<file path="config.mk">
export PLATFORM = sky130hd
export DESIGN_NAME = keypad_debounce_longpress_unit_flat
export DESIGN_NICKNAME = d
export VERILOG_FILES = /design/src/hw/rtl/kdl_pkg.sv /design/src/hw/rtl/kdl_if.sv /design/src/hw/rtl/kdl_cfg_regs.sv /design/src/hw/rtl/kdl_engine.sv /design/src/hw/rtl/keypad_debounce_longpress_unit.sv /design/src/flat_wrapper.sv
export VERILOG_INCLUDE_DIRS = /design/src /design/src/hw/rtl
export SDC_FILE = /design/constraint.sdc
export NUM_CORES = 1
export LEC_CHECK = 0
export BUFFER_PORTS_ARGS = -buffer_cell sky130_fd_sc_hd__buf_2
export CAP_MARGIN = 20
export CORE_MARGIN = 3
export CORE_UTILIZATION = 50
export DETAILED_ROUTE_END_ITERATION = 10
export HOLD_SLACK_MARGIN = 0.06
export MAX_ROUTING_LAYER = met4
export PLACE_DENSITY = 0.7
export SLEW_MARGIN = 20
export SYNTH_ARGS = -nofsm -noshare
export SYNTH_HDL_FRONTEND = slang
export SYNTH_HIERARCHICAL = 1
export SYNTH_SLANG_ARGS = --single-unit
</file>
<file path="constraint.sdc">
create_clock -name clk -period 3.5 [get_ports clk]
set_input_delay 0.175 -clock clk [delete_from_list [all_inputs] [get_ports clk]]
set_output_delay 0.175 -clock clk [all_outputs]
set_load 0.05 [all_outputs]
</file>
<file path="src/hw/rtl/assert_macros.svh">
// Assertion macros shared by the keypad debounce RTL.
// Included by modules that carry concurrent checks; no other dependencies.
`ifndef ASSERT_MACROS_SVH
`define ASSERT_MACROS_SVH

`ifndef SYNTHESIS

// Same-cycle implication, disabled while reset is asserted.
`define KDL_ASSERT_IMP(label, clk, rst_n, ante, cons) \
    label: assert property (@(posedge clk) disable iff (!rst_n) (ante) |-> (cons)) \
        else $error("kdl assertion failed");

// Next-cycle implication, disabled while reset is asserted.
`define KDL_ASSERT_NXT(label, clk, rst_n, ante, cons) \
    label: assert property (@(posedge clk) disable iff (!rst_n) (ante) |=> (cons)) \
        else $error("kdl assertion failed");

`else

`define KDL_ASSERT_IMP(label, clk, rst_n, ante, cons)
`define KDL_ASSERT_NXT(label, clk, rst_n, ante, cons)

`endif

`endif

</file>
<file path="src/hw/rtl/kdl_pkg.sv">
// Package for the keypad debounce / long-press unit: widths, codes, types,
// key map and matrix resolve function. No dependencies.
`default_nettype none

package kdl_pkg;

    localparam int SENSE_W     = 9;
    localparam int KEY_W       = 4;
    localparam int VALUE_W     = 5;
    localparam int TIME_W      = 8;
    localparam int HOLD_W      = 16;
    localparam int CFG_IDX_W   = 2;
    localparam int CFG_DATA_W  = 16;
    localparam int MATRIX_DIM  = 3;
    localparam int KEY_COUNT   = 9;
    localparam int NUM_KEYS_DEF = 9;

    // Input command codes
    localparam logic CMD_TICK = 1'b0;
    localparam logic CMD_READ = 1'b1;

    // Configuration register indexes
    localparam logic [CFG_IDX_W-1:0] REG_ON_TIME    = 2'd0;
    localparam logic [CFG_IDX_W-1:0] REG_REJECT     = 2'd1;
    localparam logic [CFG_IDX_W-1:0] REG_OFF_TIME   = 2'd2;
    localparam logic [CFG_IDX_W-1:0] REG_LONG_PRESS = 2'd3;

    // Reset values of the configuration registers
    localparam logic [TIME_W-1:0] ON_TIME_RST    = 8'd3;
    localparam logic [TIME_W-1:0] REJECT_RST     = 8'd36;
    localparam logic [TIME_W-1:0] OFF_TIME_RST   = 8'd5;
    localparam logic [HOLD_W-1:0] LONG_PRESS_RST = 16'd100;

    // Long-press fast code = key code + FAST_OFFSET
    localparam logic [VALUE_W-1:0] FAST_OFFSET = 5'd9;

    typedef struct packed {
        logic [TIME_W-1:0] on_time;
        logic [TIME_W-1:0] reject_time;
        logic [TIME_W-1:0] off_time;
        logic [HOLD_W-1:0] long_press_ticks;
    } cfg_t;

    typedef struct packed {
        logic               cmd;
        logic [SENSE_W-1:0] sense;
    } item_t;

    // Key code at matrix position row*3+col
    function automatic logic [KEY_W-1:0] key_map(input int unsigned pos);
        logic [KEY_W-1:0] code;
        unique case (pos)
            0:       code = 4'd1;
            1:       code = 4'd9;
            2:       code = 4'd8;
            3:       code = 4'd5;
            4:       code = 4'd2;
            5:       code = 4'd7;
            6:       code = 4'd3;
            7:       code = 4'd4;
            8:       code = 4'd6;
            default: code = 4'd0;
        endcase
        return code;
    endfunction

    // Highest row with a hit wins; lowest column within that row.
    function automatic logic [KEY_W-1:0] resolve(input logic [SENSE_W-1:0] sense);
        logic [KEY_W-1:0] code;
        logic             found;
        code = '0;
        for (int r = 0; r < MATRIX_DIM; r++) begin
            found = 1'b0;
            for (int c = 0; c < MATRIX_DIM; c++) begin
                if (!found && sense[r*MATRIX_DIM + c]) begin
                    code  = key_map(r*MATRIX_DIM + c);
                    found = 1'b1;
                end
            end
        end
        return code;
    endfunction

endpackage

`default_nettype wire

</file>
<file path="src/hw/rtl/kdl_if.sv">
// Handshake channel interfaces for the keypad debounce unit.
// Depends on kdl_pkg for field widths.
`default_nettype none

interface kdl_req_if;
    logic                         valid;
    logic                         ready;
    logic                         cmd;
    logic [kdl_pkg::SENSE_W-1:0]  sense;

    modport source (output valid, output cmd, output sense, input ready);
    modport sink   (input valid, input cmd, input sense, output ready);
endinterface

interface kdl_rsp_if;
    logic                         valid;
    logic                         ready;
    logic [kdl_pkg::VALUE_W-1:0]  key_value;

    modport source (output valid, output key_value, input ready);
    modport sink   (input valid, input key_value, output ready);
endinterface

interface kdl_cfg_if;
    logic                            valid;
    logic                            ready;
    logic [kdl_pkg::CFG_IDX_W-1:0]   index;
    logic [kdl_pkg::CFG_DATA_W-1:0]  data;

    modport source (output valid, output index, output data, input ready);
    modport sink   (input valid, input index, input data, output ready);
endinterface

`default_nettype wire

</file>
<file path="src/hw/rtl/kdl_cfg_regs.sv">
// Configuration register file of the keypad debounce unit.
// Depends on kdl_pkg.
`default_nettype none

module kdl_cfg_regs (
    input  wire logic                            clk,
    input  wire logic                            rst_n,
    input  wire logic                            wr_en,
    input  wire logic [kdl_pkg::CFG_IDX_W-1:0]   wr_index,
    input  wire logic [kdl_pkg::CFG_DATA_W-1:0]  wr_data,
    output kdl_pkg::cfg_t                        cfg
);

    kdl_pkg::cfg_t cfg_reg;

    always_ff @(posedge clk or negedge rst_n) begin
        if (!rst_n)
        begin
            cfg_reg.on_time          <= kdl_pkg::ON_TIME_RST;
            cfg_reg.reject_time      <= kdl_pkg::REJECT_RST;
            cfg_reg.off_time         <= kdl_pkg::OFF_TIME_RST;
            cfg_reg.long_press_ticks <= kdl_pkg::LONG_PRESS_RST;
        end
        else if (wr_en)
        begin
            unique case (wr_index)
                kdl_pkg::REG_ON_TIME:
                    cfg_reg.on_time <= wr_data[kdl_pkg::TIME_W-1:0];
                kdl_pkg::REG_REJECT:
                    cfg_reg.reject_time <= wr_data[kdl_pkg::TIME_W-1:0];
                kdl_pkg::REG_OFF_TIME:
                    cfg_reg.off_time <= wr_data[kdl_pkg::TIME_W-1:0];
                kdl_pkg::REG_LONG_PRESS:
                    cfg_reg.long_press_ticks <= wr_data[kdl_pkg::HOLD_W-1:0];
                default: ;
            endcase
        end
    end

    assign cfg = cfg_reg;

endmodule

`default_nettype wire

</file>
<file path="src/hw/rtl/kdl_engine.sv">
// Debounce sequencer, per-key hold counters, key latch and read logic.
// Depends on kdl_pkg (types, resolve function).
`default_nettype none

module kdl_engine #(
    parameter int NUM_KEYS = kdl_pkg::NUM_KEYS_DEF
) (
    input  wire logic                          clk,
    input  wire logic                          rst_n,
    input  wire logic                          step,
    input  wire kdl_pkg::item_t                item,
    input  wire kdl_pkg::cfg_t                 cfg,
    output logic [kdl_pkg::VALUE_W-1:0]        read_value
);

    localparam int NumRead = (NUM_KEYS < kdl_pkg::KEY_COUNT) ? NUM_KEYS : kdl_pkg::KEY_COUNT;
    localparam int SelW    = $clog2(kdl_pkg::KEY_COUNT);
    localparam logic [kdl_pkg::HOLD_W-1:0] HoldMax = '1;

    typedef enum logic [2:0] {
        ST_NOP, ST_SOME, ST_ON_TIME, ST_CATCH, ST_REJECT, ST_OFF, ST_OFF_TIME, ST_END
    } seq_state_t;

    seq_state_t                      state_reg, state_next;
    logic [kdl_pkg::TIME_W-1:0]      countdown_reg, countdown_next;
    logic [kdl_pkg::KEY_W-1:0]       candidate_reg, candidate_next;
    logic [kdl_pkg::KEY_W-1:0]       latched_reg, latched_next;
    logic [kdl_pkg::HOLD_W-1:0]      hold_reg  [NUM_KEYS];
    logic [kdl_pkg::HOLD_W-1:0]      hold_next [NUM_KEYS];

    logic [kdl_pkg::KEY_W-1:0]       key;
    logic [kdl_pkg::TIME_W-1:0]      cd_dec;
    logic                            sel_found;
    logic [SelW-1:0]                 sel_idx;

    always_comb begin
        key = kdl_pkg::resolve(item.sense);
        cd_dec = (countdown_reg != '0) ? countdown_reg - 1'b1 : countdown_reg;

        // First long-held key in ascending code order
        sel_found = 1'b0;
        sel_idx   = '0;
        for (int i = 0; i < NumRead; i++) begin
            if (!sel_found && hold_reg[i] >= cfg.long_press_ticks) begin
                sel_found = 1'b1;
                sel_idx   = SelW'(i);
            end
        end
        read_value = sel_found ? kdl_pkg::VALUE_W'(sel_idx) + kdl_pkg::FAST_OFFSET + 1'b1
                               : {1'b0, latched_reg};

        state_next     = state_reg;
        countdown_next = countdown_reg;
        candidate_next = candidate_reg;
        latched_next   = latched_reg;
        for (int i = 0; i < NUM_KEYS; i++) begin
            hold_next[i] = hold_reg[i];
        end

        if (step && item.cmd == kdl_pkg::CMD_TICK)
        begin
            countdown_next = cd_dec;
            for (int i = 0; i < NUM_KEYS; i++) begin
                if (key == '0)
                    hold_next[i] = '0;
                else if ({1'b0, key} == 5'(i + 1) && hold_reg[i] != HoldMax)
                    hold_next[i] = hold_reg[i] + 1'b1;
            end
            unique case (state_reg)
                ST_NOP:
                begin
                    if (key != '0)
                    begin
                        candidate_next = key;
                        state_next     = ST_SOME;
                    end
                end
                ST_SOME:
                begin
                    if (key != '0 && key == candidate_reg)
                    begin
                        countdown_next = cfg.on_time;
                        state_next     = ST_ON_TIME;
                    end
                    else
                        state_next = ST_NOP;
                end
                ST_ON_TIME:
                begin
                    if (key != candidate_reg)
                        state_next = ST_NOP;
                    else if (cd_dec == '0)
                        state_next = ST_CATCH;
                end
                ST_CATCH:
                begin
                    latched_next   = candidate_reg;
                    countdown_next = cfg.reject_time;
                    state_next     = ST_REJECT;
                end
                ST_REJECT:
                begin
                    if (cd_dec == '0)
                        state_next = ST_OFF;
                end
                ST_OFF:
                begin
                    if (key == '0)
                    begin
                        countdown_next = cfg.off_time;
                        state_next     = ST_OFF_TIME;
                    end
                end
                ST_OFF_TIME:
                begin
                    if (key != '0)
                        state_next = ST_OFF;
                    else if (cd_dec == '0)
                        state_next = ST_END;
                end
                ST_END:
                    state_next = ST_NOP;
            endcase
        end
        else if (step)
        begin
            // Read: clamp the reported counter, drop the latch
            latched_next = '0;
            for (int i = 0; i < NumRead; i++) begin
                if (sel_found && sel_idx == SelW'(i))
                    hold_next[i] = cfg.long_press_ticks;
            end
        end
    end

    always_ff @(posedge clk or negedge rst_n) begin
        if (!rst_n)
        begin
            state_reg     <= ST_NOP;
            countdown_reg <= '0;
            candidate_reg <= '0;
            latched_reg   <= '0;
            for (int i = 0; i < NUM_KEYS; i++) begin
                hold_reg[i] <= '0;
            end
        end
        else
        begin
            state_reg     <= state_next;
            countdown_reg <= countdown_next;
            candidate_reg <= candidate_next;
            latched_reg   <= latched_next;
            for (int i = 0; i < NUM_KEYS; i++) begin
                hold_reg[i] <= hold_next[i];
            end
        end
    end

endmodule

`default_nettype wire

</file>
<file path="src/hw/rtl/keypad_debounce_longpress_unit.sv">
// Top level of the keypad debounce / long-press unit: input stage, result
// register, config registers and engine. Depends on kdl_pkg, kdl_if.sv,
// kdl_cfg_regs, kdl_engine and assert_macros.svh.
//
//  channel | role  | transfer carries
//  --------+-------+-----------------------------------------
//  req     | sink  | cmd (tick / read), sense[8:0] matrix hits
//  rsp     | src   | key_value[4:0], one per read
//  cfg     | sink  | index[1:0], data[15:0]; always ready
//
// Throughput: one item per cycle unless a stalled rsp holds a read. A read
// passes through the stage register, then the result register, before it is
// presented on rsp; a tick updates state in the stage cycle and yields nothing.
// All item work is a single pass through the engine between the stage
// register and the result register.
// Reset (rst_n low, async) returns the sequencer to nop, clears counters,
// latch and both pipeline valids, and loads the config defaults.
// A stalled rsp keeps a read in the result register; ticks behind it keep
// flowing, and the next read waits in the stage with req.ready low.
`default_nettype none

`include "assert_macros.svh"

module keypad_debounce_longpress_unit #(
    parameter int NUM_KEYS = kdl_pkg::NUM_KEYS_DEF
) (
    input  wire logic  clk,
    input  wire logic  rst_n,
    kdl_req_if.sink    req,
    kdl_rsp_if.source  rsp,
    kdl_cfg_if.sink    cfg
);

    // Input stage
    logic                         stage_valid_reg;
    kdl_pkg::item_t               stage_item_reg;
    logic                         stage_advance;
    logic                         req_transfer;

    // Result register
    logic                         out_valid_reg;
    logic [kdl_pkg::VALUE_W-1:0]  out_value_reg;

    kdl_pkg::cfg_t                cfg_q;
    logic [kdl_pkg::VALUE_W-1:0]  read_value;
    logic                         read_fire;

    // Stage moves on when it holds a tick, or when the result slot frees up
    assign stage_advance = stage_valid_reg &&
                           (stage_item_reg.cmd == kdl_pkg::CMD_TICK ||
                            !out_valid_reg || rsp.ready);
    assign read_fire     = stage_advance && stage_item_reg.cmd == kdl_pkg::CMD_READ;
    assign req.ready     = !stage_valid_reg || stage_advance;
    assign req_transfer  = req.valid && req.ready;

    assign cfg.ready     = 1'b1;

    always_ff @(posedge clk or negedge rst_n) begin
        if (!rst_n)
            stage_valid_reg <= 1'b0;
        else if (req.ready)
            stage_valid_reg <= req.valid;
    end

    always_ff @(posedge clk) begin
        if (req_transfer)
        begin
            stage_item_reg.cmd   <= req.cmd;
            stage_item_reg.sense <= req.sense;
        end
    end

    always_ff @(posedge clk or negedge rst_n) begin
        if (!rst_n)
            out_valid_reg <= 1'b0;
        else if (read_fire)
            out_valid_reg <= 1'b1;
        else if (rsp.ready)
            out_valid_reg <= 1'b0;
    end

    always_ff @(posedge clk) begin
        if (read_fire)
            out_value_reg <= read_value;
    end

    assign rsp.valid     = out_valid_reg;
    assign rsp.key_value = out_value_reg;

    kdl_cfg_regs u_cfg_regs (
        .clk      (clk),
        .rst_n    (rst_n),
        .wr_en    (cfg.valid),
        .wr_index (cfg.index),
        .wr_data  (cfg.data),
        .cfg      (cfg_q)
    );

    kdl_engine #(
        .NUM_KEYS (NUM_KEYS)
    ) u_engine (
        .clk        (clk),
        .rst_n      (rst_n),
        .step       (stage_advance),
        .item       (stage_item_reg),
        .cfg        (cfg_q),
        .read_value (read_value)
    );

    // A read leaving the stage is always presented on rsp next cycle
    `KDL_ASSERT_NXT(a_read_to_rsp, clk, rst_n, read_fire, out_valid_reg)
    // A held stage item is never dropped
    `KDL_ASSERT_NXT(a_stage_kept, clk, rst_n, stage_valid_reg && !stage_advance, stage_valid_reg)
    // A new result only appears after a read left the stage
    `KDL_ASSERT_IMP(a_rsp_source, clk, rst_n, $rose(out_valid_reg), $past(read_fire))
    // Reported values stay within the key and fast code range
    `KDL_ASSERT_IMP(a_value_range, clk, rst_n, out_valid_reg, out_value_reg <= 5'd18)

endmodule

`default_nettype wire
</file>
<file path="src/flat_wrapper.sv">
// flat-port wrapper written by rule: the top's interface ports become plain ports
module keypad_debounce_longpress_unit_flat 
#(
    parameter int NUM_KEYS = kdl_pkg::NUM_KEYS_DEF
)
  (clk, rst_n, req_valid, req_cmd, req_sense, req_ready, rsp_valid, rsp_key_value, rsp_ready, cfg_valid, cfg_index, cfg_data, cfg_ready);
  kdl_req_if req_i ();
  kdl_rsp_if rsp_i ();
  kdl_cfg_if cfg_i ();
  input  wire logic clk;
  input  wire logic rst_n;
  input wire logic [$bits(req_i.valid)-1:0] req_valid;
  input wire logic [$bits(req_i.cmd)-1:0] req_cmd;
  input wire logic [$bits(req_i.sense)-1:0] req_sense;
  output wire logic [$bits(req_i.ready)-1:0] req_ready;
  output wire logic [$bits(rsp_i.valid)-1:0] rsp_valid;
  output wire logic [$bits(rsp_i.key_value)-1:0] rsp_key_value;
  input wire logic [$bits(rsp_i.ready)-1:0] rsp_ready;
  input wire logic [$bits(cfg_i.valid)-1:0] cfg_valid;
  input wire logic [$bits(cfg_i.index)-1:0] cfg_index;
  input wire logic [$bits(cfg_i.data)-1:0] cfg_data;
  output wire logic [$bits(cfg_i.ready)-1:0] cfg_ready;
  assign req_i.valid = req_valid;
  assign req_i.cmd = req_cmd;
  assign req_i.sense = req_sense;
  assign req_ready = req_i.ready;
  assign rsp_valid = rsp_i.valid;
  assign rsp_key_value = rsp_i.key_value;
  assign rsp_i.ready = rsp_ready;
  assign cfg_i.valid = cfg_valid;
  assign cfg_i.index = cfg_index;
  assign cfg_i.data = cfg_data;
  assign cfg_ready = cfg_i.ready;
  keypad_debounce_longpress_unit #(.NUM_KEYS(NUM_KEYS)) u_core (.clk(clk), .rst_n(rst_n), .req(req_i), .rsp(rsp_i), .cfg(cfg_i));
endmodule
</file>
After elaboration in Yosys (flattened, before gate mapping) --
Cells that the tools add are included.
Word-level totals: output and inout port bits 8, input port bits 33, logic and storage cells 268, flip-flop bits (word level) 220
Cells by class: eq/ne operators 53, reductions and logical operators 90, magnitude comparators 9, mux-type cells 80, $add $sub $neg 12, bitwise logic cells 1
Operators with widths (count):
- $mux W16 | 27
- $mux W144 | 2
- $add A16 B1 Y16 const B | 9
- $ge A16 B16 Y1 | 9
- $ne A16 B16 Y1 const B | 9
- $mux W4 | 19
- $logic_and A1 B1 Y1 | 37
- $eq A4 B3 Y1 const B | 8
- $reduce_and A3 Y1 | 10
- $ne A3 B1 Y1 const B | 9
- $mux W8 | 3
- $pmux W3 S8 | 1
- $pmux W8 S3 | 1
- $reduce_bool A2 Y1 | 11
- $mux W3 | 7
- $mux W1 | 19
- $eq A4 B2 Y1 const B | 4
- $logic_not A1 Y1 | 16
- $eq A3 B3 Y1 const B | 4
- $eq A4 B4 Y1 const B | 3
- $reduce_and A2 Y1 | 5
- $eq A4 B1 Y1 const B | 2
- $logic_not A4 Y1 | 2
- $logic_not A8 Y1 | 1
- other kinds (20) | 27

Logic depth before layout (Yosys ltp) --
depth after elaboration 31, depth in mapped cells 12, mapped depth without buffers 10

Cells and area by module --
The synthesis kept the hierarchy.
By module, submodules not included:
- kdl_engine | instances 1, area an instance 13603.0 um^2, seq. area each 4078.9 um^2, cells an instance 1674
- kdl_cfg_regs | instances 1, area an instance 1525.2 um^2, seq. area each 1012.2 um^2, cells an instance 85
- keypad_debounce_longpress_unit | instances 1, area an instance 583.1 um^2, seq. area each 500.5 um^2, cells an instance 27

Worst setup path before layout --
No wires, ideal clock.
kind flip-flop to flip-flop, from reg u_core.u_cfg_regs.cfg_reg (netlist bit u_core/u_cfg_regs/cfg[2]), to reg u_core/u_engine/hold_reg[16] (netlist name), data required time 3.375 ns, path slack 0.219 ns, setup time 0.125 ns, buffers on the path 0, period minus slack after synthesis 3.281 ns, stages on the path, launching flop included 11, data arrival time 3.156 ns, cell sequence dfstp_2 -> inv_1 -> ha_1 -> a211oi_2 -> o21ai_1 -> a2111oi_2 -> o211ai_2 -> a211oi_4 -> a41oi_2 -> a211o_1 -> mux2_4
On the way: cells in the longest elaborated chain, start to end 30, elaborated cells on any way between the ends 46, classes of those cells order compare: 9; eq/ne: 1; mux: 17; reduce/logical: 19
Ends and longest elaborated chain:
- from (decl) | RTL line kdl_cfg_regs.sv:14 | kdl_pkg::cfg_t cfg_reg;
- $ge A16 B16 Y1 | RTL line kdl_engine.sv:44 | if (!sel_found && hold_reg[i] >= cfg.long_press_ticks) begin
- $mux W1 | RTL line kdl_engine.sv:44
- $logic_not A1 Y1 | RTL line kdl_engine.sv:44
- $logic_and A1 B1 Y1 | RTL line kdl_engine.sv:44
- $mux W1 | RTL line kdl_engine.sv:44
- $logic_not A1 Y1 | RTL line kdl_engine.sv:44
- $logic_and A1 B1 Y1 | RTL line kdl_engine.sv:44
- $mux W1 | RTL line kdl_engine.sv:44
- [... 14 more ...]
- $mux W1 | RTL line kdl_engine.sv:44
- $logic_not A1 Y1 | RTL line kdl_engine.sv:44
- $logic_and A1 B1 Y1 | RTL line kdl_engine.sv:44
- $mux W4 | RTL line kdl_engine.sv:44
- $eq A4 B3 Y1 | RTL line kdl_engine.sv:130 | if (sel_found && sel_idx == SelW'(i))
- $logic_and A1 B1 Y1 (*) | RTL line kdl_engine.sv:130
- $reduce_bool A2 Y1 (no source line) (*)
- $reduce_and A3 Y1 (no source line) (*)
- to (signal, indexed assignment) | RTL line kdl_engine.sv:154 | hold_reg[i] <= hold_next[i];
- to (decl) | RTL line kdl_engine.sv:28 | logic [kdl_pkg::HOLD_W-1:0] hold_reg [NUM_KEYS];
Every way passes the cells marked *; elsewhere a longest branch is shown, timed or not. A chain may end at the register's enable or synchronous reset.

Worst setup path in the final report --
from reg u_core.u_cfg_regs.cfg_reg (netlist bit u_core/u_cfg_regs/cfg[1]), to reg u_core/u_engine/hold_reg[101] (netlist name)
On the way: cells in the longest elaborated chain, start to end 30, elaborated cells on any way between the ends 46, classes of those cells order compare: 9; eq/ne: 1; mux: 17; reduce/logical: 19
Ends and longest elaborated chain (RTL line):
- $ge A16 B16 Y1 | kdl_engine.sv:44
- $mux W1 | kdl_engine.sv:44
- $logic_not A1 Y1 | kdl_engine.sv:44
- $logic_and A1 B1 Y1 | kdl_engine.sv:44
- $mux W1 | kdl_engine.sv:44
- $logic_not A1 Y1 | kdl_engine.sv:44
- $logic_and A1 B1 Y1 | kdl_engine.sv:44
- $mux W1 | kdl_engine.sv:44
- [... 14 more ...]
- $mux W1 | kdl_engine.sv:44
- $logic_not A1 Y1 | kdl_engine.sv:44
- $logic_and A1 B1 Y1 | kdl_engine.sv:44
- $mux W4 | kdl_engine.sv:44
- $eq A4 B2 Y1 | kdl_engine.sv:130
- $logic_and A1 B1 Y1 (*) | kdl_engine.sv:130
- $reduce_bool A2 Y1 (no source line) (*)
- $reduce_and A3 Y1 (no source line) (*)
Marked as above.

==> flow_summary.toml <==
[floorplanning]
core_area_mm2 = 0.0307
initial_utilization = 0.511
die_w_um = 183
io_pins = 41
dieHeight_um = 183
die-area_mm2 = 0.0336
placement_rows = 64

[detailed_routing]
wl_per_cell_um = 22.4
drtPass1Iterations = 6
routed_wl_mm = 52.2
num_vias = 15300
vias_per_cell = 6.56
ant_nets = 0
drtIter0Drc = 1697
drc = 0

[pwr]
leakage_nw = 8.03
vdd_drop_max_uv = 463
power.density_mw_per_mm2 = 773
power.total_mw = 14.2

[placement]
io_buffer_count = 39
dp_hpwl_mm = 35.4
gp_congestion = 0.920

[final_layout]
largest_reg_flops = 144
num_antenna_cells = 0
drive_gt1_frac = 0.148
final_nets = 2100
area_growth_pct = 16.5

[timing]
slew_headroom = 0.298
period_minus_slack_ns = 3.34
max_freq_mhz = 299
finalSetupViolCount = 0
finalMaxSlewViolations = 0
final.period_utilization = 0.954
worst_pin_slew_ns = 1.05
fin_worst_skew_ns = 0.0184
timing.hold.ws_ns = 0.145
rsz0062_at_grt = "true"
final_hold_viol_count = 0

[cts]
clk_path_buf_depth = 3
cts.reportedPaths.clkPinSlew_ns = 0.06
cts_max_level = 1
clk-insertion-delay-late_ns = 0.56
cts_tree = "yes"
cts_root_buffer = "clkbuf_16"
cts-buffers-inserted = 27
cts_sinks = 220

[logic_synthesis]
synth_edf_count = 15
seq_area_frac_synth = 0.356
yosys_warnings = 6
synth-seq-cells = 220
synth_cell_types = 86
postSynthAreaPerCell_um2 = 8.80
syn_nets = 1974
synthCells = 1786
async_flop_share = 0.932
synth_ff_type = "dfrtp_1"
synth_area_mm2 = 0.0157

[min_path]
hold_path_class = "in2reg"

[global_route]
grt_max_degree = 83
grtUsageTotal = 0.314
grt_pass1_wl_mm = 81.7
first_global_vias = 14500
grt_overflow = 0
antenna_found_initial = 0

[setup_path]
crit_fanout = 32
worst_ep_required_time_ns = 3.91
endpoint_kind = "flop"
cp.arrival_ns = 3.75
path_class = "reg2reg"
startpoint_type = "flop"

[status]
status = "finished clean"

[job]
drv_cap = 0
## synth_stat cells, types with 50 or more instances
cell      number  area share
nand3_1       62       0.020
nor3_1        54       0.017
o21ai_0      196       0.062
dfrtp_1      196        0.31
inv_1        108       0.026
nor2_1       100       0.024
a21oi_1      103       0.033
nand2_1      127       0.030
ha_1         155        0.12
o22ai_1       50       0.020
and3_1        54       0.022
clkbuf_1      62       0.015
## critical path, cell delays in order, from the launching register on
cell and delay, ns:
dfrtp_1 0.39, clkinvlp_4 0.27, buf_4 0.25, buf_4 0.15
ha_1 0.19, a211o_1 0.24, a31oi_1 0.32, o211ai_4 0.21
nor4bb_1 0.40, buf_4 0.18, o221ai_2 0.12, buf_12 0.20
o21ai_0 0.17, o21ai_0 0.12
## per-layer routing
layer	share of wire	vias to the layer above	track usage
met4	0.051	0	0.132
met3	0.086	152	0.0428
li1	-	7027	-
met1	0.41	7415	0.415
met5	0	-	-
met2	0.45	684	0.487
## cells in the final DEF (no fill, tap or decap), drive strengths merged, types with 9 or more instances in the layout
cell type / n
clkinv: 15
a32oi: 15
o31ai: 38
a21boi: 12
inv: 106
edfxtp: 15
and3: 54
a211oi: 20
nor2: 101
nor3: 54
dfstp: 9
nand2b: 16
nand3: 63
nor4: 10
a21o: 20
dfrtp: 196
o21ai: 221
buf: 146
a22o: 10
o22ai: 51
a21oi: 103
a2111oi: 10
nand2: 127
a41oi: 16
a31oi: 49
ha: 155
and2: 10
a22oi: 12
nand4: 18
dlygate4sd3: 30
nor3b: 14
mux2: 51
clkbuf: 31
o211ai: 12
o31a: 39
## kinds of logic after synthesis
group / after synthesis / synth area share
xor+xnor: 7 / 0.00390
simple gates: 497 / 0.159
compound gates: 665 / 0.273
flops: 220 / 0.356
buf+inv: 189 / 0.0474
mux: 52 / 0.0377
fa+ha+maj: 155 / 0.123
other cells: 1 / 0.000239
## stage by stage
step                cell area, µm²  setup WS, ns   util  cells  TNS (ns)
finish                       18300         0.159  0.595   2329         0
global route                 18300       -0.0342  0.595   2329   -0.0877
floorplan                    15700         0.219      -   1786         0
global placement             17000         0.116  0.552   2241         0
CTS                          18200       0.00547  0.590   2321         0
detailed placement           17000        0.0492  0.552   2241         0
## final timing paths
| path | start | to | slack, ns | cells after the start |
|---|---|---|---|---|
| worst max-delay path | u_core/u_cfg_regs/cfg[1]$_DFFE_PN0P_ | u_core/u_engine/hold_reg[101]$_DFFE_PN0P_ | 0.16 | 13 |
| max in group asynchronous | rst_n | u_core/u_cfg_regs/cfg[5]$_DFFE_PN1P_ | 2.31 | 3 |
| worst max register to register | u_core/u_cfg_regs/cfg[1]$_DFFE_PN0P_ | u_core/u_engine/hold_reg[101]$_DFFE_PN0P_ | 0.16 | 13 |
| min in group asynchronous | rst_n | u_core/u_engine/hold_reg[27]$_DFFE_PN0P_ | 0.27 | 2 |
| worst min-delay path | cfg_index[0] | u_core/u_cfg_regs/cfg[35]$_DFFE_PN0P_ | 0.14 | 3 |
| worst min register to register | u_core/u_cfg_regs/cfg[28]$_DFFE_PN0P_ | u_core/u_cfg_regs/cfg[28]$_DFFE_PN0P_ | 0.51 | 1 |
## area by class of cell
type	count	area, µm²
clock buffers	30	687
well taps	396	495
clock inverters	20	195
fillers	2656	12400
inverters	109	424
repair buffers	177	1450
multi-input cells	1377	9470
flip-flops and latches	220	5590
## timing repair
action | in CTS | in global routing
setup buffers | 0 | 8
hold endpoints to repair | 127 | 0
hold buffers | 30 | 0
resized for setup | 0 | 24
endpoints found under the setup margin | 0 | 100
## report_power, final
group,leakage [nW],internal (mW),switching [mW],total (mW)
sequential,2.64,3.56,1.26,4.82
combinational,4.95,2.73,3.73,6.47
clock,0.440,1.70,1.17,2.87
total,8.03,7.99,6.16,14.2
Power figures use the tool's default switching activity.
